`config.mk`:
```
export PLATFORM = sky130hd
export DESIGN_NAME = mtf_cell
export DESIGN_NICKNAME = d
export VERILOG_FILES = /design/src/hw/rtl/mtf_pkg.sv /design/src/hw/rtl/mtf_cell.sv
export SDC_FILE = /design/constraint.sdc
export NUM_CORES = 1
export LEC_CHECK = 0
export BUFFER_PORTS_ARGS = -buffer_cell sky130_fd_sc_hd__buf_2
export CAP_MARGIN = 25
export CORE_MARGIN = 2
export CORE_UTILIZATION = 42
export CTS_BUF_LIST = sky130_fd_sc_hd__clkbuf_4
export DETAILED_ROUTE_END_ITERATION = 8
export PLACE_DENSITY = 0.78
export SLEW_MARGIN = 20
export SYNTH_ARGS = -nofsm -noshare
export SYNTH_HDL_FRONTEND = slang
export SYNTH_SLANG_ARGS = --single-unit
```
`constraint.sdc`:
```
create_clock -name clk -period 1.47 [get_ports clk]
set_input_delay 0 -clock clk [delete_from_list [all_inputs] [get_ports clk]]
set_output_delay 0 -clock clk [all_outputs]
set_load 0.02 [all_outputs]
```
`src/hw/rtl/mtf_pkg.sv`:
```
// shared constants and types for the move-to-front escape encoder
package mtf_pkg;

  localparam int MAX_SLOTS = 256;
  localparam int SLOT_W    = $clog2(MAX_SLOTS);
  localparam int SYM_W     = 8;
  localparam int ACT_W     = 9;
  localparam int POS_W     = 8;

  // search tree: groups of GRP_SIZE cells, then a pick among groups
  localparam int GRP_W     = 4;
  localparam int GRP_SIZE  = 1 << GRP_W;
  localparam int NGRP      = (MAX_SLOTS + GRP_SIZE - 1) / GRP_SIZE;
  localparam int NGRP_W    = (NGRP > 1) ? $clog2(NGRP) : 1;
  localparam int PAD_SLOTS = NGRP * GRP_SIZE;

  // configuration register indexes
  localparam logic [1:0] REG_ACTIVE_SLOTS    = 2'd0;
  localparam logic [1:0] REG_INSERT_POSITION = 2'd1;
  localparam logic [1:0] REG_MAX_STEP        = 2'd2;

  // command broadcast to every cell
  typedef struct packed {
    logic [SYM_W-1:0]  sym;
    logic [SLOT_W-1:0] lo;
    logic [SLOT_W-1:0] hi;
    logic [SLOT_W-1:0] last;
    logic              shift;
  } cell_cmd_t;

endpackage

```
`src/hw/rtl/mtf_cell.sv`:
```
// one table slot: holds an entry, compares it and on a shift takes the command symbol or its left neighbor
module mtf_cell (
  input  logic                         clk,
  input  logic                         rst_n,
  input  logic [mtf_pkg::SLOT_W-1:0]   cell_idx,
  input  mtf_pkg::cell_cmd_t           cmd,
  input  logic [mtf_pkg::SYM_W-1:0]    left_entry,
  output logic [mtf_pkg::SYM_W-1:0]    entry_r,
  output logic                         match_r
);

  logic [mtf_pkg::SYM_W-1:0] entry_nxt;
  logic                      match_nxt;

  always_comb begin
    entry_nxt = entry_r;
    if (cmd.shift) begin
      if (cell_idx == cmd.lo) begin
        entry_nxt = cmd.sym;
      end else if ((cell_idx > cmd.lo) && (cell_idx <= cmd.hi)) begin
        entry_nxt = left_entry;
      end
    end
    match_nxt = (entry_r == cmd.sym) && (cell_idx <= cmd.last);
  end

  always_ff @(posedge clk) begin
    if (!rst_n) begin
      entry_r <= mtf_pkg::SYM_W'(cell_idx);
    end else begin
      entry_r <= entry_nxt;
    end
    match_r <= match_nxt;
  end

endmodule

```
==> metrics list, run 1 <==
* DR vias: 1180
- The clock passes through at most 2 buffers.
- Die height: 56.2 um
- Final wirelength: 2870 um
- Final hold violation count: 0
- Distinct cells, synth: 25
- Area of the core: 2520 um2
- The congestion estimate from routability-driven global placement came to 0.822.
- After detailed routing, the number of remaining DRC violations is 0.
- Area of the die: 3160 um2
* Dominant cells by area after synthesis: ha_1 26%, edfxtp_1 21%, inv_1 7.9%, a21oi_1 7.4%, mux2i_1 7.0%
- Origin of the worst setup path: cmd[23]
- At the worst endpoint, the arrival time is 1440 ps.
* GRT met1 Usage: 0.215
- By startpoint and endpoint, the worst setup path is classified as in2reg.
- Per-cell via count in the routed design: 5.00
* Drt pass-1 iters: 4
* Internal power: 685 uW
- TritonCTS built the clock tree.
- Part of the total power dissipated in combinational logic: 0.469
- The worst path meets setup with 45.3 ps of slack.
* Worst reg2reg startpoint: entry_r[4]
- Count of clock tree sinks: 9
* CTS clock-pin slew for the worst setup and hold paths: 50 ps
- Among all flip-flop cells after synthesis, the most frequent one is edfxtp_1.
- The initial utilization of the core area, before any placement, comes to 0.454.
- Row generation in the floorplan step produced 18 rows.
- The floorplan step set the die width to 56.2 um.
- In the global route stage, met2 resource usage came out at 0.356.
* IO Port Bufs: 59
* Worst slack at placement: -357 ps
- Crit path launch type: input port
* Top fanout value on the critical path: 8
* Post-synthesis sequential area ratio: 0.227
- The average instance in the mapped netlist occupies 8.68 um2.
* Most congested layer reported by global routing: met2
* Total clock buffers created by CTS: 3
- At the pin with the least slew margin, the transition time is 221 ps.
* Hold path startpoint: left_entry[2]
- After technology mapping, the gate count stands at 132.
- ha_1 takes more of the synthesized area than any other cell.
- Net Switching: 348 uW
* Via count of the first global-routing pass: 1239
- The clock period could shrink to 1420 ps.
* Leakage: 0.000869 uW
- The worst hold path passes through 3 cells.
- Antenna fix cells: 0
- The Yosys step of the flow raised 0 warnings.
- In this run, synthesis produced a sequential element count of 9.
* Tcrit/Tclk final: 0.969
* Endpoint kind of the worst setup timing path: flip-flop
- Counting instances in the post-synthesis netlist gives the leading cell types as 24 x ha_1, 24 x inv_1, 17 x a21oi_1.
- Final core utilization: 0.678
- For this run, the top clock speed supported by timing is 0.702 GHz.
* CTS Root Buffer Type: clkbuf_4
- The total overflow left after global routing is 0.
* Maximum number of pins on one net before global-route repair: 17
* Portion of total power attributed to the clock network: 0.190
- The tool flagged a number of max-cap violations equal to 0.
- The wire-length estimate of the detail-placed layout is 2580 um.
- The path class of the tightest hold or removal check is in2reg.
- First-pass GRT wire length: 4810 um
- Endpoint required time on the critical path: 1490 ps
- The synthesized netlist occupies a cell area of 1150 um2.
- Fin Hold WS: 138 ps
* Fin Clk Skew: 2.47 ps
- Post-layout nets: 282
- Number of setup violations in the final report: 0
- 60 I/O pins were placed.
- Sequential cell fraction of total power: 0.342
* Worst min-delay path endpoint: entry_r[2]
* Antenna violations before repair: 0
- VDD sags by at most 0.476 mV.
- Power per cell area: 604 nW/um2
- M3 GR Usage: 0.0326
- Capture point of the worst reg-to-reg path: match_r
- Htree depth: 1
* Result of the run: completed
- When the netlist entered floorplanning its net count stood at 207.
- Register-to-Register Setup Slack: 400 ps
- At the later pin of the worst-skew pair, clock insertion delay measures 250 ps.
- Switching power share of the total: 0.337
- Layout overhead on the synthesized area: 49.1%
- The share of synthesized area in the top cell type comes to 0.262.
* Total routing resource utilization after global routing: 0.190
* Number of enable-type register cells in the synthesized netlist: 8
* Async set-or-reset flop fraction in the synthesized netlist: 0
* Routed wirelength normalized by instance count: 12.2 um
- Of the cells placed in the final design, the portion with a size suffix greater than 1 is 0.437.
* Count of final max-slew check failures: 0
- DRC marker count from the first detailed-route iteration: 34
- Worst Reg-to-Reg Cells: 4
- Antenna Nets Post-Route: 0
- In the final timing run, aggregate negative setup slack is 0 ps.
* Headroom to the max-slew limit: 0.851
## flip-flops by register name (all words and copies together) (netlist names)
register	flops
entry_r	8
match_r	1
## metal layers
metal / vias to the layer above / part of all wire
li1: 616 / -
met1: 519 / 0.42
met2: 43 / 0.51
met3: 2 / 0.065
met4: 0 / 0.0080
met5: - / 0
## how the worst max path moves through the flow
stage            endpoint  cells past startpoint
2_1_floorplan  entry_r[0]                      7
3_3_place_gp   entry_r[5]                      8
3_5_place_dp   entry_r[5]                      8
4_1_cts        entry_r[5]                      8
5_1_grt        entry_r[5]                      9
6_report       entry_r[3]                      9
## critical path, cell delays in order
cell and delay (ps):
buf_4 130, inv_12 30, ha_4 230, and4_4 210, a21oi_2 130, o21ai_1 80
o41a_1 370, o31a_1 140, buf_12 150
## layout by cell type, fill, tap and decap left out, types with 2 or more instances in the layout
cell      instances
nand2b_1          2
nor2_1           11
nor2b_1           2
mux2i_1           7
inv_4             2
clkbuf_4          4
buf_4            12
edfxtp_1          8
o21ai_0           5
inv_1            20
a21oi_1          16
buf_2            58
ha_4              5
ha_1             19
xnor2_1           8
nand4_1           6
nand2_1           3
## logic make-up (layout without fill, tap and decap cells)
family / Yosys count / after routing / share of synthesized area
compound gates: 30 / 30 / 0.152
simple gates: 27 / 27 / 0.143
buf+inv: 26 / 100 / 0.0851
fa+ha+maj: 24 / 24 / 0.262
flops: 9 / 9 / 0.227
xor+xnor: 8 / 8 / 0.0611
mux: 8 / 8 / 0.0699
## per-stage QoR
stage          power, uW  cell area (um2)  std cells
2_1_floorplan        617             1210        132
3_3_place_gp         791             1630        231
3_5_place_dp         818             1630        231
4_1_cts             1030             1680        236
5_1_grt             1110             1710        236
6_report            1030             1710        236
## cell type report
cell class,instances,area [um2]
multi-input combinational,97,858
fill,196,813
timing repair buffer,72,415
sequential,9,260
inverter,24,108
tap,30,37.5
clock buffer,4,30.0
## repair_timing
action / CTS / global route
hold buffers: 0 / 0
setup endpoints to repair: 8 / 12
resized for setup: 1 / 6
setup buffers: 1 / 0
## power by group through the flow
| stage | registers (uW) | clock network, uW | logic [uW] |
|---|---|---|---|
| 6_report | 353 | 196 | 484 |
| 5_1_grt | 357 | 215 | 537 |
| 4_1_cts | 352 | 201 | 480 |
| 3_5_place_dp | 358 | 0 | 460 |
| 3_3_place_gp | 355 | 0 | 436 |
| 2_1_floorplan | 404 | 0 | 214 |
(Power assumes the default switching activity.)
==> run 2: changes to the inputs <==
--- a/config.mk
+++ b/config.mk
@@ -7,12 +7,12 @@
 export LEC_CHECK = 0
 export BUFFER_PORTS_ARGS = -buffer_cell sky130_fd_sc_hd__buf_2
 export CAP_MARGIN = 25
-export CORE_MARGIN = 2
 export CORE_UTILIZATION = 42
 export CTS_BUF_LIST = sky130_fd_sc_hd__clkbuf_4
 export DETAILED_ROUTE_END_ITERATION = 8
 export PLACE_DENSITY = 0.78
-export SLEW_MARGIN = 20
+export REMOVE_ABC_BUFFERS = 1
+export SLEW_MARGIN = 40
 export SYNTH_ARGS = -nofsm -noshare
 export SYNTH_HDL_FRONTEND = slang
 export SYNTH_SLANG_ARGS = --single-unit
==> run 2 against run 1 <==
Against the previous run:
- sequential share of layout area rose by 0.91 points
- fmax grew 3.6%
- critical path depth stayed put
- die area is 7.0% lower
- wire length barely moved
- via count increased by 1.3%
==> metrics list, run 2 (synthesized netlist as in run 1, its figures left out) <==
- Result of the run: completed
- Count of final max-slew check failures: 0
- In the finished design, the share of the clock period the worst path needs comes to 0.936.
- DRC marker count from the first detailed-route iteration: 9
- CTS Buffer Depth: 2
* Area of the core: 2520 um2
* Htree depth: 1
* Non-filler cells in the finished layout: 234
* Final weighted congestion in routability-driven placement: 0.781
- CTS Root Buffer Type: clkbuf_4
* Layout overhead on the synthesized area: 40.7%
- The signal on the critical path passes through buf_2 -> inv_1 -> ha_1 -> and4_4 -> nand3_4 -> nor2_8 -> buf_6 -> mux2i_1 -> a21oi_1.
* Die width: 54.2 um
* Headroom to the max-slew limit: 0.873
* Via count of the first global-routing pass: 1174
- In the final layout, the registers with the most flip-flops are entry_r (8), match_r (1).
- Clock latency on the worst-skew pair: 260 ps
- Register containing the most flip-flops in the final layout: entry_r
* Hold WC Path Type: in2reg
- Across the routed clock network, the largest skew measured is 3.02 ps.
- Number of setup violations in the final report: 0
* Leakage: 0.000855 uW
* Initial Utilization: 0.454
- The worst setup path is captured at a flip-flop.
* Antenna Nets Post-Route: 0
- Based on the critical path, the design can be clocked at up to 0.727 GHz.
- Using the TritonRoute via totals, the vias-per-cell ratio works out to 5.11.
- The hold violation total from the final report was 0.
- First-pass GRT wire length: 4410 um
- Final wirelength: 2870 um
* MaxCap Viol Count: 0
- Clock-pin slew was measured on the worst setup and hold paths at 50 ps.
- The die covers 2940 um2.
* Placement Cell Area: 1550 um2
* Remaining design rule violation count: 0
* Largest vdd supply drop: 0.440 mV
- CP max-delay cell: ha_1
- Sum of buffers and inverters on the critical path: 3
- Global-route congestion overflow total: 0
- Total clock buffers created by CTS: 3
- Row generation in the floorplan step produced 18 rows.
- Post-route cell area: 1610 um2
- Timing analysis after detailed placement gives a worst setup slack of -331 ps.
- In the final routed layout, each cell accounts on average for 12.3 um.
- The worst path needs 1380 ps of the cycle, external delays included.
* Count of boundary I/O pins: 60
* Data arrival time of the critical path: 1390 ps
* WS Path Type: in2reg
* DR vias: 1195
* Max reg flops: 8
* Power per cell area: 622 nW/um2
* Drt pass-1 iters: 4
* Maximum number of pins on one net before global-route repair: 17
- Endpoint required time on the critical path: 1480 ps
- Most frequent standard cell in the layout excluding fill and tap cells: buf_2
- Largest stage delay on the critical path: 290 ps
- Count of clock tree sinks: 9
- STA classifies the critical path startpoint as an input port.
- Top fanout value on the critical path: 8
- After layout, the worst setup slack is 94.6 ps.
* Total routing resource utilization after global routing: 0.214
- Including well taps, the total number of placed cells is 230.
* Post-layout nets: 280
- Top library cells by usage in the layout, fill and taps aside: 59 x buf_2, 24 x inv_1, 23 x ha_1
* IO Port Bufs: 59
- The die is 54.2 um tall.
* Transition time of the tightest slew-check pin: 185 ps
- Of the cells placed in the final design, the portion with a size suffix greater than 1 is 0.392.
- Antenna violations before repair: 0
- Broken down by cell family, the worst path's largest delay share belongs to simple AND/OR/NAND/NOR gates.
- Setup repair after global routing left no endpoint under its margin.
- The repair_antennas step left the layout with diodes totalling 0.
- Detailed Place HPWL: 2570 um
- TritonCTS built the clock tree.
- Register-to-Register Setup Slack: 410 ps
-- run 2: changes by cell type in the layout (fill, tap and decap cells not counted), sizes merged --
cell / previous run / this run
buf: 72 / 70
-- run 2: final timing paths --
| kind | startpoint | to | depth (start not counted) |
|---|---|---|---|
| max | cmd[22] | entry_r[3] | 9 |
| max reg2reg | entry_r[1] | match_r | 4 |
| min reg2reg | entry_r[2] | match_r | 4 |
| min | cell_idx[0] | entry_r[0] | 3 |
-- run 2: layout make-up --
cell class	instances	area, um2
Clock buffer	4	30.0
Timing Repair Buffer	70	382
Tap cell	30	37.5
Sequential cell	9	260
Fill cell	222	910
Multi-Input combinational cell	97	813
Inverter	24	90.1
-- run 2: worst reg2reg max path: cells and delay by family (launching register included) --
kind	cells	cell delay (ps)
and+or+nand+nor	2	250
DFF	1	400
AOI/OAI and AO/OA	1	180
xor gates and xnor gates	1	180
-- run 2: per-layer routing --
metal / GRT usage / vias to the layer above / routed length [um] / part of all wire
li1: - / 608 / - / -
met1: 0.204 / 534 / 1170 / 0.41
met2: 0.431 / 46 / 1480 / 0.51
met3: 0.0222 / 7 / 160 / 0.056
met4: 0.120 / 0 / 64 / 0.022
met5: 0 / - / 0 / 0
-- run 2: repair_timing --
action                     CTS  global route
hold buffers                 0             0
setup endpoints to repair    8            10
setup buffers                1             0
gates resized for setup      0             6
hold endpoints to repair     0             0
-- run 2: per-stage QoR --
stage,total power [uW],TNS (ps),hold WS (ps),util
2_1_floorplan,601,-1080,207,-
3_3_place_gp,771,-3070,344,0.616
3_5_place_dp,794,-4090,351,0.616
4_1_cts,1000,0,84.6,0.631
5_1_grt,1070,0,118,0.639
6_report,1000,0,78.8,0.639
-- run 2: where the power goes --
group          total [uW]  switching, uW  internal, uW
Combinational         446            234           212
Clock                 206           83.1           123
Sequential            352           24.7           327
Total                1000            341           662
==> run 3: changes to the inputs <==
--- a/config.mk
+++ b/config.mk
@@ -7,10 +7,10 @@
 export LEC_CHECK = 0
 export BUFFER_PORTS_ARGS = -buffer_cell sky130_fd_sc_hd__buf_2
 export CAP_MARGIN = 25
-export CORE_UTILIZATION = 42
+export CORE_UTILIZATION = 35
 export CTS_BUF_LIST = sky130_fd_sc_hd__clkbuf_4
 export DETAILED_ROUTE_END_ITERATION = 8
-export PLACE_DENSITY = 0.78
+export PLACE_DENSITY = 0.67
 export REMOVE_ABC_BUFFERS = 1
 export SLEW_MARGIN = 40
 export SYNTH_ARGS = -nofsm -noshare
==> run 3 against run 2 <==
Against the previous run:
- fmax is 2.3% lower
- combinational power is 1% higher
- sequential cell count stayed put
- cell count is 6.8% higher
- setup slack worse by 33 ps
- first-iteration DRC count grew to 2.9 times the previous value
- critical path depth is 1 lower
- utilization is 10 points lower
- largest power group unchanged
==> metrics list, run 3 (synthesized netlist as in run 1, its figures left out) <==
- Endpoint required time on the critical path: 1490 ps
- Net Switching: 342 uW
- The die is 59.2 um wide.
- Via count of the first global-routing pass: 1090
* Shortest clock period the worst path allows after layout: 1410 ps
- met2 is the most crowded layer.
* Area of the core: 3080 um2
- Of the total power, combinational logic draws 0.457.
- Area of the die: 3510 um2
- Clock latency on the worst-skew pair: 260 ps
- Final weighted congestion in routability-driven placement: 0.806
* Fin worst setup slack: 61.6 ps
- The first detailed-routing pass took 4 iterations.
- Transition time of the tightest slew-check pin: 208 ps
- Once detail routing completed, the nets flagged for antenna violations numbered 0.
* Capture point of the worst reg-to-reg path: match_r
* DR vias: 1149
- For met2 alone, demand over resource in global routing was 0.283.
- The number of cells on the worst reg-to-reg path is 4.
- Compared with the post-synthesis result, the final layout area differs by 44.4%.
- Ratio of cells with drive above 1 in the final layout: 0.403
- At the placement stage, the worst setup path has a slack of -356 ps.
- Antenna violations before repair: 0
- CTS Buffer Depth: 2
* Final hold violation count: 0
- Setup repair after global routing left no endpoint under its margin.
* First-pass GRT wire length: 4220 um
- STA classifies the critical path startpoint as an input port.
- Setup TNS: 0 ps
- In this run the tool buffered the top-level ports with 59 buffer cells.
- Dividing the final minimum period by the clock period gives 0.958.
- CTS Root Buffer Type: clkbuf_4
* Data arrival time of the critical path: 1430 ps
- Global-route congestion overflow total: 0
- In the global route stage, overall resource usage came out at 0.155.
* Per-cell via count in the routed design: 4.60
- Sequential cell fraction of total power: 0.353
* Result of the run: completed
- Critical path, cell by cell: buf_2 -> ha_1 -> and4_4 -> nand3_4 -> o21ai_1 -> o41a_1 -> o31a_1 -> buf_4
- Total clock buffers created by CTS: 3
* Top library cells by usage in the layout, fill and taps aside: 59 x buf_2, 24 x inv_1, 21 x ha_1
* DRC marker count from the first detailed-route iteration: 26
- The die is 59.2 um tall.
- The critical path ends at entry_r[5].
- For this run, global-route usage on met3 was measured as 0.0175.
- For met1 alone, demand over resource in global routing was 0.188.
- The max-slew violation count is 0.
* Fin Clk Skew: 7.41 ps
- Count of boundary I/O pins: 60
- The library cell used most frequently in the layout, excluding fill and tap cells, is buf_2.
- Post-layout power: 989 uW
* Number of setup violations in the final report: 0
- The HPWL after detailed placement is 2340 um.
* CTS clock-pin slew for the worst setup and hold paths: 60 ps
- For flop-to-flop paths, the worst setup slack is 430 ps.
- Along the worst hold path, the cell count comes to 3.
- After detailed routing, the average wire length per cell comes to 10.5 um.
- Maximum number of pins on one net before global-route repair: 17
* Leakage: 0.000860 uW
- The register with the most flip-flops in the layout has 8 of them.
* Worst reg2reg startpoint: entry_r[1]
- Switching power share of the total: 0.346
- Endpoint kind of the worst setup timing path: flip-flop
* Post-layout nets: 282
- The initial utilization of the core area, before any placement, comes to 0.372.
- Ranked by flip-flop count, first place goes to entry_r.
- For this run, the top clock speed supported by timing is 0.710 GHz.
- Top fanout value on the critical path: 4
- Largest vdd supply drop: 0.256 mV
* CP max-delay cell: o41a_1
- TritonCTS built the clock tree.
- Hold WC Path Type: in2reg
- The internal power of the cells totals 647 uW.
- Of the total power, the clock network draws 0.190.
- Wires add up to 2630 um.
- Headroom to the max-slew limit: 0.861
- WS Path Type: in2reg
- CTS built an H-tree with a depth of 1.
- MaxCap Viol Count: 0
* Largest registers: entry_r (8), match_r (1)
- Largest stage delay on the critical path: 370 ps
- Counting every sink on the clock net gives 9.
- Antenna fix cells: 0
* Remaining design rule violation count: 0
* Count of standard-cell rows: 20
- In this run the power density over the cells is 597 nW/um2.
* Origin of the worst setup path: cell_idx[4]
## run 3: cell types whose count changed in the layout (fill, tap and decap cells not counted), sizes merged
cell | previous run | this run
clkinv | 0 | 1
buf | 70 | 72
clkbuf | 4 | 3
## run 3: layer usage
layer / vias to the layer above / part of all wire
li1: 616 / -
met1: 494 / 0.48
met2: 39 / 0.46
met3: 0 / 0.057
met4: 0 / 0
met5: - / 0
## run 3: timing repair
action,in CTS,in global routing
gates resized for setup,0,5
setup endpoints to repair,8,8
pin swaps,0,1
endpoints found under the hold margin,0,0
setup buffers,2,0
hold buffers,0,0
## run 3: worst min-delay path by stage
stage,start,slack (ps),to
after floorplan,rst_n,210,entry_r[0]
after global placement,left_entry[7],390,entry_r[7]
after detailed placement,left_entry[3],390,entry_r[3]
after CTS,left_entry[3],110,entry_r[3]
after global routing,left_entry[1],130,entry_r[1]
final,left_entry[3],110,entry_r[3]
## run 3: worst max-delay path: cells and delay by family
| family | cells | cell delay (ps) |
|---|---|---|
| and+or+nand+nor | 2 | 310 |
| buffers and inverters | 2 | 270 |
| adders and majority gates | 1 | 290 |
| AOI/OAI and AO/OA | 3 | 580 |
## run 3: power groups by stage
stage               clock, uW  combinational [uW]  sequential, uW
floorplan                   0                 197             404
global placement            0                 428             355
detailed placement          0                 432             355
CTS                       199                 445             349
global route              201                 511             353
finish                    188                 452             349
## run 3: stage by stage
stage | cells | hold slack (ps) | cell area (um2) | util
2_1_floorplan | 130 | 207 | 1140 | -
3_3_place_gp | 244 | 388 | 1570 | 0.511
3_5_place_dp | 244 | 390 | 1570 | 0.511
4_1_cts | 250 | 109 | 1610 | 0.524
5_1_grt | 250 | 126 | 1660 | 0.538
6_report | 250 | 114 | 1660 | 0.538
## run 3: area by class of cell
type	count	area (um2)
fillers	323	1420
multi-input cells	97	830
repair buffers	72	393
flip-flops and latches	9	260
inverters	24	90.1
well taps	44	55.1
clock buffers	3	22.5
clock inverters	1	5.00
