--- src/hw/rtl/mtf_pkg.sv ---
// shared constants and types for the move-to-front escape encoder
package mtf_pkg;

  localparam int MAX_SLOTS = 256;
  localparam int SLOT_W    = $clog2(MAX_SLOTS);
  localparam int SYM_W     = 8;
  localparam int ACT_W     = 9;
  localparam int POS_W     = 8;

  // search tree: groups of GRP_SIZE cells, then a pick among groups
  localparam int GRP_W     = 4;
  localparam int GRP_SIZE  = 1 << GRP_W;
  localparam int NGRP      = (MAX_SLOTS + GRP_SIZE - 1) / GRP_SIZE;
  localparam int NGRP_W    = (NGRP > 1) ? $clog2(NGRP) : 1;
  localparam int PAD_SLOTS = NGRP * GRP_SIZE;

  // configuration register indexes
  localparam logic [1:0] REG_ACTIVE_SLOTS    = 2'd0;
  localparam logic [1:0] REG_INSERT_POSITION = 2'd1;
  localparam logic [1:0] REG_MAX_STEP        = 2'd2;

  // command broadcast to every cell
  typedef struct packed {
    logic [SYM_W-1:0]  sym;
    logic [SLOT_W-1:0] lo;
    logic [SLOT_W-1:0] hi;
    logic [SLOT_W-1:0] last;
    logic              shift;
  } cell_cmd_t;

endpackage

--- src/hw/rtl/mtf_prio.sv ---
// two-stage registered search for the lowest matching slot
module mtf_prio (
  input  logic                         clk,
  input  logic [mtf_pkg::MAX_SLOTS-1:0] match,
  output logic                         found_r,
  output logic [mtf_pkg::SLOT_W-1:0]   pos_r
);

  logic [mtf_pkg::PAD_SLOTS-1:0] match_pad;
  logic [mtf_pkg::NGRP-1:0]      grp_any_nxt;
  logic [mtf_pkg::NGRP-1:0]      grp_any_r;
  logic [mtf_pkg::GRP_W-1:0]     grp_idx_nxt [mtf_pkg::NGRP];
  logic [mtf_pkg::GRP_W-1:0]     grp_idx_r   [mtf_pkg::NGRP];
  logic                          found_nxt;
  logic [mtf_pkg::NGRP_W-1:0]    sel_grp;
  logic [mtf_pkg::NGRP_W+mtf_pkg::GRP_W-1:0] pos_full;

  assign match_pad = mtf_pkg::PAD_SLOTS'(match);

  // lowest match inside each group
  always_comb begin
    for (int g = 0; g < mtf_pkg::NGRP; g++) begin
      grp_any_nxt[g] = 1'b0;
      grp_idx_nxt[g] = '0;
      for (int i = mtf_pkg::GRP_SIZE - 1; i >= 0; i--) begin
        if (match_pad[g*mtf_pkg::GRP_SIZE + i]) begin
          grp_any_nxt[g] = 1'b1;
          grp_idx_nxt[g] = mtf_pkg::GRP_W'(i);
        end
      end
    end
  end

  // lowest group with a match
  always_comb begin
    found_nxt = 1'b0;
    sel_grp   = '0;
    for (int g = mtf_pkg::NGRP - 1; g >= 0; g--) begin
      if (grp_any_r[g]) begin
        found_nxt = 1'b1;
        sel_grp   = mtf_pkg::NGRP_W'(g);
      end
    end
    pos_full = {sel_grp, grp_idx_r[sel_grp]};
  end

  always_ff @(posedge clk) begin
    grp_any_r <= grp_any_nxt;
    grp_idx_r <= grp_idx_nxt;
    found_r   <= found_nxt;
    pos_r     <= mtf_pkg::SLOT_W'(pos_full);
  end

endmodule

--- config.mk ---
export PLATFORM = sky130hd
export DESIGN_NAME = mtf_prio
export DESIGN_NICKNAME = d
export VERILOG_FILES = /design/src/hw/rtl/mtf_pkg.sv /design/src/hw/rtl/mtf_prio.sv
export SDC_FILE = /design/constraint.sdc
export NUM_CORES = 1
export LEC_CHECK = 0
export ABC_CLOCK_PERIOD_IN_PS = 2050
export BUFFER_PORTS_ARGS = -buffer_cell sky130_fd_sc_hd__buf_2
export CORE_ASPECT_RATIO = 2
export CORE_MARGIN = 10
export CORE_UTILIZATION = 46
export DETAILED_ROUTE_END_ITERATION = 12
export PLACE_DENSITY = 0.82
export SETUP_SLACK_MARGIN = 0.02
export SLEW_MARGIN = 10
export SYNTH_ARGS = -nofsm -noshare
export SYNTH_HDL_FRONTEND = slang
export SYNTH_SLANG_ARGS = --single-unit
--- constraint.sdc ---
create_clock -name clk -period 2.05 [get_ports clk]
set_input_delay 0.1025 -clock clk [delete_from_list [all_inputs] [get_ports clk]]
set_output_delay 0.1025 -clock clk [all_outputs]
set_load 0.02 [all_outputs]
==> results.txt, run 1 <==
- The synthesized design spends more area on one cell type than any other, namely sky130_fd_sc_hd__dfxtp_1.
- TritonCTS built the clock tree.
- Remaining global-route overflow: 0
- Nets: 1,249
* Overall Power: 4.23 mW
* Cell area power density: 583 mW/mm^2
- Headroom to the max-slew limit came out at 63.1%.
- In this run the worst setup path terminates at pos_r[1].
- The largest single stage delay on the critical path is 0.31 ns.
* Global-route wire length before repair: 27,700 um
- The die is 94.0 um wide.
- IR drop worst, VDD: 475 uV
- Entering global routing, the biggest net connects 34 pins.
- The run finished with clean final reports.
- 266 I/O pins were placed.
- Gate Count Post-Synth: 677
- Vias/cell: 5.32
- Internal power comes to 3.24 mW.
- TNS Setup: 0 ns
* Fill cells: 943
- GRT Total Usage: 21.6%
* Share of power burned in registers: 42.7%
- The via count of the first global-routing pass is 6,306.
- The tightest min-delay check is of the primary input to flop type.
* CP max-delay cell: sky130_fd_sc_hd__dfxtp_1
* Switching fraction of total power: 23.4%
* Overall via count from detail_route: 6,054
- Final count of negative-setup-slack endpoints: 0
- Switching power: 0.989 mW
* Cell depth of the worst flop-to-flop path: 8
- The worst register-to-register path has a setup slack of 0.13 ns.
* Diode insertion count for antenna repair: 0
- Share of cells above drive strength 1: 29.5%
* Period Utilization, post-route: 93.6%
- Detailed routing placed a total of 1100 um of wire on met3.
* Number of nets in the synthesized netlist: 934
- Root buffer selected by CTS: sky130_fd_sc_hd__clkbuf_16
- The final count of pins violating max slew came to 0.
- In this run the critical register-to-register path is captured at pos_r[1].
- Number of buffers on the longest clock path: 2
- Setup slack on the critical path of the routed design comes to 0.131 ns.
* Antenna Nets Post-Route: 0
- Standby leakage power: 3.22 nW
- At the worst endpoint, the arrival time is 2.15 ns.
- CTS saw 89 sinks.
- Htree depth: 3
* Max Used Layer: met4
- Buffers inserted during clock tree synthesis total 9.
- Highest fanout seen on the critical path: 17
* Worst clock skew on the final layout: 0.00472 ns
- Power share of the combinational group: 16.7%
- The worst setup path is launched from a flop.
* Clock network fraction of total power: 40.6%
* Launch point of the worst reg-to-reg path: grp_any_r[14]
* Buffers inserted by post-CTS timing repair: 0
- Category of the critical setup timing path: flop to flop
- The smallest clock period supported by the final layout is computed as 1.92 ns.
- Die area: 0.0158 sq mm
* Num rows: 54
* Number of flops mapped to enable cells by yosys: 0
- After synthesis the cells add up to 0.00504 sq mm.
- The signal on the critical path passes through nand2b_1 > a21oi_1 > o21ai_1 > a21oi_4 > buf_12 > mux2i_1 > a22oi_1 > and4_1.
* Number of I/O port buffers: 265
- Placer congestion estimate: 0.912
- Critical path required time: 2.28 ns
- Distinct cell type count of the synthesized netlist: 31
* Fmax: 521 MHz
* Die Height: 168 um
- Synth-to-layout area growth: 44.2%
* Antenna violations before repair: 0
- Number of iterations in the first detailed-routing pass: 4
- After detailed routing, the number of remaining DRC violations is 0.
- At the pin with the least slew margin, the transition time is 0.548 ns.
- Post-CTS clock slew at the launch and capture registers of the worst setup and hold paths: 0.06 ns
- Area of the placeable core: 0.0108 sq mm
- By area the synthesized netlist is led by sky130_fd_sc_hd__dfxtp_1 35%, sky130_fd_sc_hd__nor2_1 8.4%, sky130_fd_sc_hd__a21oi_1 7.6%, sky130_fd_sc_hd__mux2i_1 6.4%, sky130_fd_sc_hd__nor3_1 5.3%.
- STA classifies the critical path endpoint as a flop.
- Detailed placement finished with a half-perimeter wire length of 15,200 um.
* Setup crit start: grp_any_r[14]
- Area share of the largest cell type after synthesis: 35.4%
* Routed wire per std cell: 15.6 um
- Most common cell in the netlist: sky130_fd_sc_hd__nor2_1
* Synth Warn #: 0
- Counting flops with an async set or reset pin after synthesis yields a share of 0%.
* Worst Hold Slack: 0.0176 ns
- In this run, synthesis produced a sequential element count of 89.
- Avg Cell Area, Syn: 7.44 sq um
- The hold violation count in the final report was 0.
* Flip-flop cell with the highest count after synthesis: sky130_fd_sc_hd__dfxtp_1
- Max-cap check violation count: 0
* Post-route met1 wirelength: 6050 um
* Worst-case setup slack after placement: 0.142 ns
- Routed wire length: 17,800 um
- Seq/Total Area, Yosys: 35.4%
* Starting Density: 46.6%
- Top post-synthesis cells by count: 113 x sky130_fd_sc_hd__nor2_1, 89 x sky130_fd_sc_hd__dfxtp_1, 77 x sky130_fd_sc_hd__a21oi_1, 53 x sky130_fd_sc_hd__nor3_1, 52 x sky130_fd_sc_hd__inv_1
* DRT iter0 DRCs: 257
* DR WL met2: 10,000 um
- Insertion delay to the later sink of the worst-skew pair: 0.34 ns
==> how the worst min path moves through the flow <==
stage | from | end | cells after the start
after global routing | match[33] | grp_idx_r[52] | 3
after floorplan | match[240] | grp_idx_r[0] | 1
after CTS | match[131] | grp_any_r[8] | 3
after detailed placement | match[240] | grp_idx_r[0] | 2
after global placement | match[160] | grp_idx_r[20] | 2
final | match[195] | grp_any_r[12] | 3
==> cells by family (layout without fill, tap and decap cells) <==
kind of cell / Yosys count / in the layout / synth area share, %
simple gates: 312 / 312 / 30.2
compound gates: 188 / 188 / 23.5
flops: 89 / 89 / 35.4
buf+inv: 56 / 376 / 4.62
mux: 32 / 32 / 6.36
==> area by class of cell <==
class                           count  area, sq um  share of cell area [%]
Sequential cell                    89         1780                    24.5
Tap cell                          140          175                    2.41
Clock inverter                      5         78.8                    1.08
Clock buffer                       11          243                    3.34
Timing Repair Buffer              307         1750                    24.1
Multi-Input combinational cell    532         3030                    41.8
Inverter                           53          199                    2.74
==> placed cells by master (no fill, tap or decap), types with 10 or more instances in the layout <==
master	n
sky130_fd_sc_hd__nor2_1	113
sky130_fd_sc_hd__nand2_1	43
sky130_fd_sc_hd__nand3_1	25
sky130_fd_sc_hd__dfxtp_1	89
sky130_fd_sc_hd__inv_1	52
sky130_fd_sc_hd__mux2i_1	32
sky130_fd_sc_hd__a21oi_1	77
sky130_fd_sc_hd__nor3_1	52
sky130_fd_sc_hd__nor4_1	27
sky130_fd_sc_hd__dlygate4sd3_1	33
sky130_fd_sc_hd__nor2b_1	16
sky130_fd_sc_hd__a22oi_1	16
sky130_fd_sc_hd__o31ai_1	17
sky130_fd_sc_hd__o21ai_0	17
sky130_fd_sc_hd__clkbuf_16	10
sky130_fd_sc_hd__o21bai_1	32
sky130_fd_sc_hd__a211oi_1	16
sky130_fd_sc_hd__buf_2	265
==> metrics by stage <==
step / area (sq um) / instances / utilization [%]
after floorplan: 5040 / 677 / -
after global placement: 6580 / 1087 / 60.9
after detailed placement: 6580 / 1087 / 60.9
after CTS: 7230 / 1136 / 66.9
after global routing: 7270 / 1137 / 67.2
final: 7270 / 1137 / 67.2
==> worst max-delay path: cells and delay by family (launching register included) <==
family                 cells  cell delay, ns
muxes                      1            0.25
AOI/OAI and AO/OA          4            0.68
and+or+nand+nor            2            0.34
DFF                        1            0.31
buffers and inverters      1            0.21
==> layer usage <==
metal | GRT usage (%) | vias up
met5 | 0 | -
met4 | 10.2 | 0
met3 | 5.48 | 37
met2 | 41.5 | 202
met1 | 20.0 | 2717
li1 | - | 3098
==> repair_timing <==
| item | in CTS | in global routing |
|---|---|---|
| setup endpoints to repair | 0 | 3 |
| endpoints found under the hold margin | 32 | 0 |
| hold buffers | 33 | 0 |
| gates resized for setup | 0 | 2 |
==> sequential cells by signal, indices dropped and copies added (netlist names) <==
register / flops
found_r: 1
grp_idx_r: 64
grp_any_r: 16
pos_r: 8
==> power by group through the flow <==
stage	Combinational, mW	Clock (mW)	Sequential, mW
after floorplan	0.258	0	1.83
after global placement	0.632	0	1.85
after detailed placement	0.649	0	1.84
after CTS	0.704	1.74	1.81
after global routing	0.797	1.82	1.81
final	0.707	1.72	1.81
No activity file was read; power rests on OpenSTA's default activity.
==> inputs of run 2 (changes only) <==
ABC_CLOCK_PERIOD_IN_PS = 2400   (was 2050)
BUFFER_PORTS_ARGS = -buffer_cell sky130_fd_sc_hd__buf_4   (was -buffer_cell sky130_fd_sc_hd__buf_2)
CORE_MARGIN = unset   (was 10)
CORE_UTILIZATION = 49   (was 46)
PLACE_DENSITY = 0.86   (was 0.82)
clock period = 2.4 ns   (was 2.05 ns; I/O delays follow)
==> results.txt, run 2 (synthesis results as in run 1) <==
* Data arrival time of the worst path: 2.32 ns (+0.17 ns)
- The final period utilization is 87.3% (-6.3 points).
- Diode insertion count for antenna repair: 0 (unchanged)
- Share of cells above drive strength 1: 28.7% (-0.76 points)
- Highest fanout seen on the critical path: 4 (-13)
- Kind of launch point of the worst setup path: flop
- Relative to the synthesized area, the layout overhead comes to 56.5%.
* Overall via count from detail_route: 6,097 (+0.71%)
- Most frequent cells in the layout: 265 x sky130_fd_sc_hd__buf_4, 113 x sky130_fd_sc_hd__nor2_1, 89 x sky130_fd_sc_hd__dfxtp_1
- The total cell area at the placement stage was 0.00718 sq mm (+9.2%).
- Insertion delay to the later sink of the worst-skew pair: 0.33 ns (about the same)
- The top-level I/O count was 266 (unchanged).
- The effective utilization at floorplan was 50.0% (+3.4 points).
- Critical Path End Type: flop
* Final count of negative-setup-slack endpoints: 0 (unchanged)
- Most frequent standard cell in the layout excluding fill and tap cells: sky130_fd_sc_hd__buf_4
- The core footprint came to 0.0101 sq mm (-6.7%).
* Num rows: 52 (-3.7%)
* Worst min-delay path class: primary input to flop
* Clock tree from TritonCTS: done
* Overall Power: 3.84 mW (-9.4%)
- The number of optimization iterations in the first detailed-route pass was 5 (+1).
- The areal power density over the cells was 486 mW/mm^2 (-17%).
* Global-route wire length before repair: 25,700 um (-7.2%)
* Max-cap check violation count: 0 (unchanged)
- The worst slew margin relative to its limit was 59.9% (-3.2 points).
- Setup repair after global routing left no endpoint under its margin.
- TNS Setup: 0 ns (unchanged)
- The total CTS buffers came to 9 (unchanged).
* Critical path required time: 2.63 ns (+0.35 ns)
* Placer congestion estimate: 0.959 (+5.2%)
* Routed wire length: 16,100 um (-9.4%)
- Die area: 0.0107 sq mm (-32%)
- CTS sink cnt: 89 (unchanged)
- The timing-limited maximum frequency came to 477 MHz (-8.4%).
* Outcome: finished clean
- The static leakage was 3.41 nW (+6.0%).
* Routed wire per std cell: 14.3 um (-8.6%)
- The number of violations reported at the end of detailed-routing iteration 0 came to 298 (+16%).
- The floorplan die height is 145 um (-13%).
* Fin crit period: 2.09 ns (+0.176 ns)
- Fill cells: 763 (-19%)
- The number of antenna violations at the first check in global routing came to 0 (unchanged).
- Nets: 1,244 (-0.40%)
- The largest registers in the layout are grp_idx_r: 64 flops, grp_any_r: 16 flops, pos_r: 8 flops.
* Htree depth: 3 (unchanged)
- Number of instances resized during post-cts repair: 0 (unchanged)
- Register bank with the most flops: grp_idx_r
- # DRC: 0 (unchanged)
- Number of I/O port buffers: 265 (unchanged)
* Category of the critical setup timing path: flop to flop
- The number of flip-flops in the largest register came to 64 (unchanged).
- GRT Total Usage: 30.4% (+8.8 points)
- Final cell area excluding filler cells: 0.00789 sq mm (+8.6%)
- Number of slew-limit violations in the final report: 0 (unchanged)
- The peak ir drop on the vdd network was 466 uV (-1.9%).
- Transition time at the pin with the least slew margin: 0.597 ns (+0.0491 ns)
* Remaining global-route overflow: 0 (unchanged)
* Vias/cell: 5.41 (+1.6%)
- The setup skew after layout was 0.0107 ns (+0.00595 ns).
- Post-CTS clock slew at the launch and capture registers of the worst setup and hold paths: 0.06 ns (about the same)
- Hold-fix buffer count after cts: 36 (+9.1%)
- The tree is rooted in a sky130_fd_sc_hd__clkbuf_16.
* HPWL after detailed placement: 13,000 um (-15%)
* Number of buffers on the longest clock path: 2 (unchanged)
- Worst-case setup slack after placement: 0.369 ns (+0.226 ns)
* Worst Hold Slack: 0.0318 ns (+0.0141 ns)
- Via count of the first global-routing pass: 6,181 (-2.0%)
- The slack of the critical path came to 0.305 ns (+0.174 ns).
* Maximum number of pins on one net before global-route repair: 34 (unchanged)
- The hold violation count in the final report came to 0 (unchanged).
- The buffer count from post-CTS setup fixing is 0 (unchanged).
- Antenna Nets Post-Route: 0 (unchanged)
- Chip Width: 73.7 um (-22%)
==> run 2: cell count changes in the layout (fill, tap and decap cells not counted), sizes merged <==
cell | before | now
bufinv | 2 | 3
buf | 273 | 266
clkbuf | 12 | 9
dlygate4sd3 | 33 | 36
clkinvlp | 0 | 2
clkinv | 3 | 2
==> run 2: power by group <==
group / switching (mW) / total (mW) / internal, mW
clock network: 0.544 / 1.56 / 1.02
logic: 0.301 / 0.734 / 0.433
registers: 0.0206 / 1.54 / 1.52
total: 0.865 / 3.84 / 2.97
==> run 2: path summary, 6_finish.rpt <==
check / from / endpoint / slack, ns / cells after the start
worst max-delay path: grp_any_r[8] / pos_r[1] / 0.31 / 5
worst max register to register: grp_any_r[8] / pos_r[1] / 0.31 / 5
worst min register to register: grp_any_r[0] / found_r / 0.58 / 2
worst min-delay path: match[130] / grp_any_r[8] / 0.03 / 3
==> run 2: layout make-up <==
class | count | area [sq um] | share of cell area (%)
clock buffers | 9 | 225 | 2.86
clock inverters | 7 | 119 | 1.51
repair buffers | 302 | 2370 | 30.0
flip-flops and latches | 89 | 1780 | 22.6
well taps | 135 | 169 | 2.14
multi-input cells | 532 | 3020 | 38.3
inverters | 53 | 199 | 2.52
==> run 2: per-stage QoR <==
step           cells  utilization [%]
6_report        1127             78.2
5_1_grt         1127             78.2
3_3_place_gp    1075             71.2
3_5_place_dp    1075             71.2
4_1_cts         1127             78.2
2_1_floorplan    677                -
==> run 2: layer usage <==
metal  global-route usage, %  routed length, um  up-vias  part of all wire [%]
li1                        -                  -     3077                     -
met1                    27.4               5560     2761                    34
met2                    60.4               9230      209                    57
met3                    4.43                665       50                   4.1
met4                    15.7                663        0                   4.1
met5                       0                  0        -                     0
==> run 2: worst max-delay path, cell delays in order (launching register included) <==
cell	delay (ns)
sky130_fd_sc_hd__dfxtp_1	0.34
sky130_fd_sc_hd__nor4_1	0.54
sky130_fd_sc_hd__nand2_1	0.20
sky130_fd_sc_hd__nor3_1	0.45
sky130_fd_sc_hd__a22oi_1	0.22
sky130_fd_sc_hd__and4_1	0.23
==> inputs of run 3 (changes only) <==
CORE_ASPECT_RATIO = unset   (was 2)
CORE_UTILIZATION = 50   (was 49)
CTS_BUF_LIST = sky130_fd_sc_hd__clkbuf_8   (was unset)
PLACE_DENSITY = 0.88   (was 0.86)
==> results.txt, run 3 (synthesis results as in run 1) <==
* Category of the critical setup timing path: flop to flop
- The total congestion overflow came to 0 (unchanged).
* Hold Path End: grp_any_r[2]
* Hold violation count in the final report: 0 (unchanged)
* Transition time at the pin with the least slew margin: 0.643 ns (+0.0459 ns)
* Kind of launch point of the worst setup path: flop
- TNS Setup: 0 ns (unchanged)
- Die Height: 102 um (-30%)
- The filler-free cell count of the finished design came to 1,124 (-0.27%).
- The hold path depth is 3 (unchanged).
* Fill cells: 686 (-10%)
- Root buffer selected by CTS: sky130_fd_sc_hd__clkbuf_8
- CP bufs+invs: 0 (unchanged)
- The effective utilization at floorplan is 51.5% (+1.6 points).
- Vias/cell: 5.30 (-2.1%)
* DRT iter0 DRCs: 251 (-16%)
* Worst R2R Setup Slack: 0.30 ns (about the same)
- On the critical path the largest part of the delay comes from simple AND/OR/NAND/NOR gates.
* Maximum number of pins on one net before global-route repair: 34 (unchanged)
- The internal power is 2.33 mW (-22%).
- The half-perimeter wire length after detailed placement was 12,100 um (-6.5%).
* Largest registers: grp_idx_r: 64 flops, grp_any_r: 16 flops, pos_r: 8 flops
* Final count of negative-setup-slack endpoints: 0 (unchanged)
- The number of flip-flops in the largest register was 64 (unchanged).
- Number of buffers on the longest clock path: 2 (unchanged)
- In this run the critical register-to-register path is launched from grp_any_r[8].
- The clock share of power came to 27.8% (-13 points).
- # DRC: 0 (unchanged)
- In this run the worst hold path is classified as primary input to flop.
- The startpoint identified for the worst hold timing path is match[35].
- The setup skew after layout was 0.00521 ns (-0.00546 ns).
* Cell Chain, Critical Path: nor4_1 > nand2_1 > nor3b_1 > a22oi_1 > and4_1
- Most frequent standard cell in the layout excluding fill and tap cells: sky130_fd_sc_hd__buf_4
* Antenna Nets Post-Route: 0 (unchanged)
- Max-cap check violation count: 0 (unchanged)
* Critical path required time: 2.65 ns (+0.02 ns)
- Placer congestion estimate: 0.912 (-4.9%)
* CP max-delay cell: sky130_fd_sc_hd__nor4_1
* Number of buffers added by the clock tree synthesis step: 9 (unchanged)
- The total wirelength of the detailed-routed design came to 14,800 um (-8.5%).
- Share of power burned in registers: 49.0% (+8.8 points)
- Outcome: finished clean
* Data arrival time of the worst path: 2.34 ns (+0.02 ns)
- The top-level I/O count is 266 (unchanged).
- Setup repair after global routing left no endpoint under its margin.
- The first-pass GRT wire length came to 22,900 um (-11%).
- The count of standard-cell rows was 36 (-31%).
- Chip Width: 102 um (+39%)
* Standby leakage power: 3.33 nW (-2.3%)
- Fmax: 477 MHz (about the same)
- Fin crit period: 2.10 ns (+0.00135 ns)
* Worst-case setup slack after placement: 0.410 ns (+0.0412 ns)
- Relative to the synthesized area, the layout overhead comes to 53.0%.
- Most frequent cells in the layout: 265 x sky130_fd_sc_hd__buf_4, 113 x sky130_fd_sc_hd__nor2_1, 89 x sky130_fd_sc_hd__dfxtp_1
- Power share of the combinational group: 23.2% (+4.1 points)
- TritonCTS built the clock tree.
* Cell area power density: 408 mW/mm^2 (-16%)
- The number of antenna diodes came to 0 (unchanged).
- The proportion of total power due to net switching was 25.9% (+3.3 points).
* Nets: 1,244 (unchanged)
* Switching power: 0.814 mW (-5.9%)
- The peak ir drop on the vdd network is 306 uV (-34%).
* Worst slew slack as a fraction of its limit: 56.7% (-3.1 points)
- The clock-pin slew on the worst setup and hold paths came to 0.08 ns (+0.02 ns).
- The count of port buffers added during placement is 265 (unchanged).
* Antenna violations before repair: 0 (unchanged)
- Endpoint of the worst-slack reg-to-reg timing path: pos_r[1]
- Highest fanout seen on the critical path: 4 (unchanged)
- The depth of the worst register-to-register path came to 5 (unchanged).
- Number of slew-limit violations in the final report: 0 (unchanged)
- The via count of the first global-routing pass is 5,448 (-12%).
- Register bank with the most flops: grp_idx_r
* GRT Total Usage: 27.5% (-2.8 points)
* Die area: 0.0105 sq mm (-2.2%)
- Overall via count from detail_route: 5,956 (-2.3%)
- The slack of the critical path came to 0.304 ns (-0.00135 ns).
* Critical Path End Type: flop
- CTS sink cnt: 89 (unchanged)
- The average wire length per cell after detail routing came to 13.1 um (-8.2%).
- Delay of the slowest critical-path stage: 0.60 ns (+0.06 ns)
* Number of iterations in the first detailed-routing pass: 4 (-1)
* Insertion delay to the later sink of the worst-skew pair: 0.35 ns (+0.02 ns)
- Period Utilization, post-route: 87.3% (about the same)
* Placed instance count: 1,073 (-0.19%)
* Htree depth: 3 (unchanged)
* Multi-input gate area: 0.00302 sq mm (unchanged)
- Area of the placeable core: 0.00977 sq mm (-3.1%)
- The area taken by flip-flops and latches came to 0.00178 sq mm (unchanged).
- Share of cells above drive strength 1: 28.6% (-0.17 points)
-- run 3: cell types whose count changed in the layout (fill, tap and decap cells not counted) --
cell and delta:
sky130_fd_sc_hd__clkbuf_8 +9, sky130_fd_sc_hd__clkinv_2 -1, sky130_fd_sc_hd__bufinv_16 -3, sky130_fd_sc_hd__clkbuf_16 -9, sky130_fd_sc_hd__inv_1 +1, sky130_fd_sc_hd__inv_6 +2
-- run 3: cell type report --
class,count,area share [%]
Tap cell,133,2.16
Clock buffer,9,1.61
Inverter,53,2.58
Multi-Input combinational cell,532,39.2
Sequential cell,89,23.1
Clock inverter,6,0.584
Timing Repair Buffer,302,30.7
-- run 3: through the flow --
| step | hold WS [ns] | utilization (%) | total power [mW] | cell area, sq um |
|---|---|---|---|---|
| after floorplan | 0.189 | - | 1.79 | 5040 |
| after global placement | 0.295 | 73.5 | 2.24 | 7180 |
| after detailed placement | 0.296 | 73.5 | 2.25 | 7180 |
| after CTS | 0.0147 | 78.9 | 3.14 | 7710 |
| after global routing | 0.0121 | 78.9 | 3.31 | 7710 |
| final | 0.0210 | 78.9 | 3.14 | 7710 |
-- run 3: worst register-to-register path: cells and delay by family, from the launching register on --
family,cells,cell delay [ns]
simple gates,4,1.48
compound gates,1,0.18
flops,1,0.34
-- run 3: per-layer routing --
metal / GRT usage (%) / part of all wire, % / up-vias
li1: - / - / 3084
met5: 0 / 0 / -
met1: 32.0 / 42 / 2657
met4: 6.15 / 1.1 / 0
met2: 51.9 / 51 / 199
met3: 5.27 / 5.8 / 16
-- run 3: power by group through the flow --
stage	combinational (mW)	sequential [mW]	clock, mW
floorplan	0.220	1.57	0
global placement	0.659	1.58	0
global route	0.803	1.54	0.960
CTS	0.723	1.54	0.880
finish	0.730	1.54	0.874
detailed placement	0.673	1.57	0
-- run 3: how the worst max path moves through the flow --
| stage | from | endpoint | slack, ns | depth (start not counted) |
|---|---|---|---|---|
| after floorplan | grp_any_r[14] | pos_r[2] | 0.70 | 8 |
| after global placement | grp_any_r[8] | pos_r[1] | 0.42 | 6 |
| after detailed placement | grp_any_r[8] | pos_r[1] | 0.41 | 5 |
| after CTS | grp_any_r[8] | pos_r[1] | 0.38 | 5 |
| after global routing | grp_any_r[8] | pos_r[1] | 0.17 | 5 |
| final | grp_any_r[8] | pos_r[1] | 0.30 | 5 |
-- run 3: what timing repair did --
| item | 4_1_cts | 5_1_grt |
|---|---|---|
| hold endpoints to repair | 33 | 0 |
| buffers inserted | 0 | 0 |
| gates resized for setup | 0 | 0 |
| hold buffers | 36 | 0 |
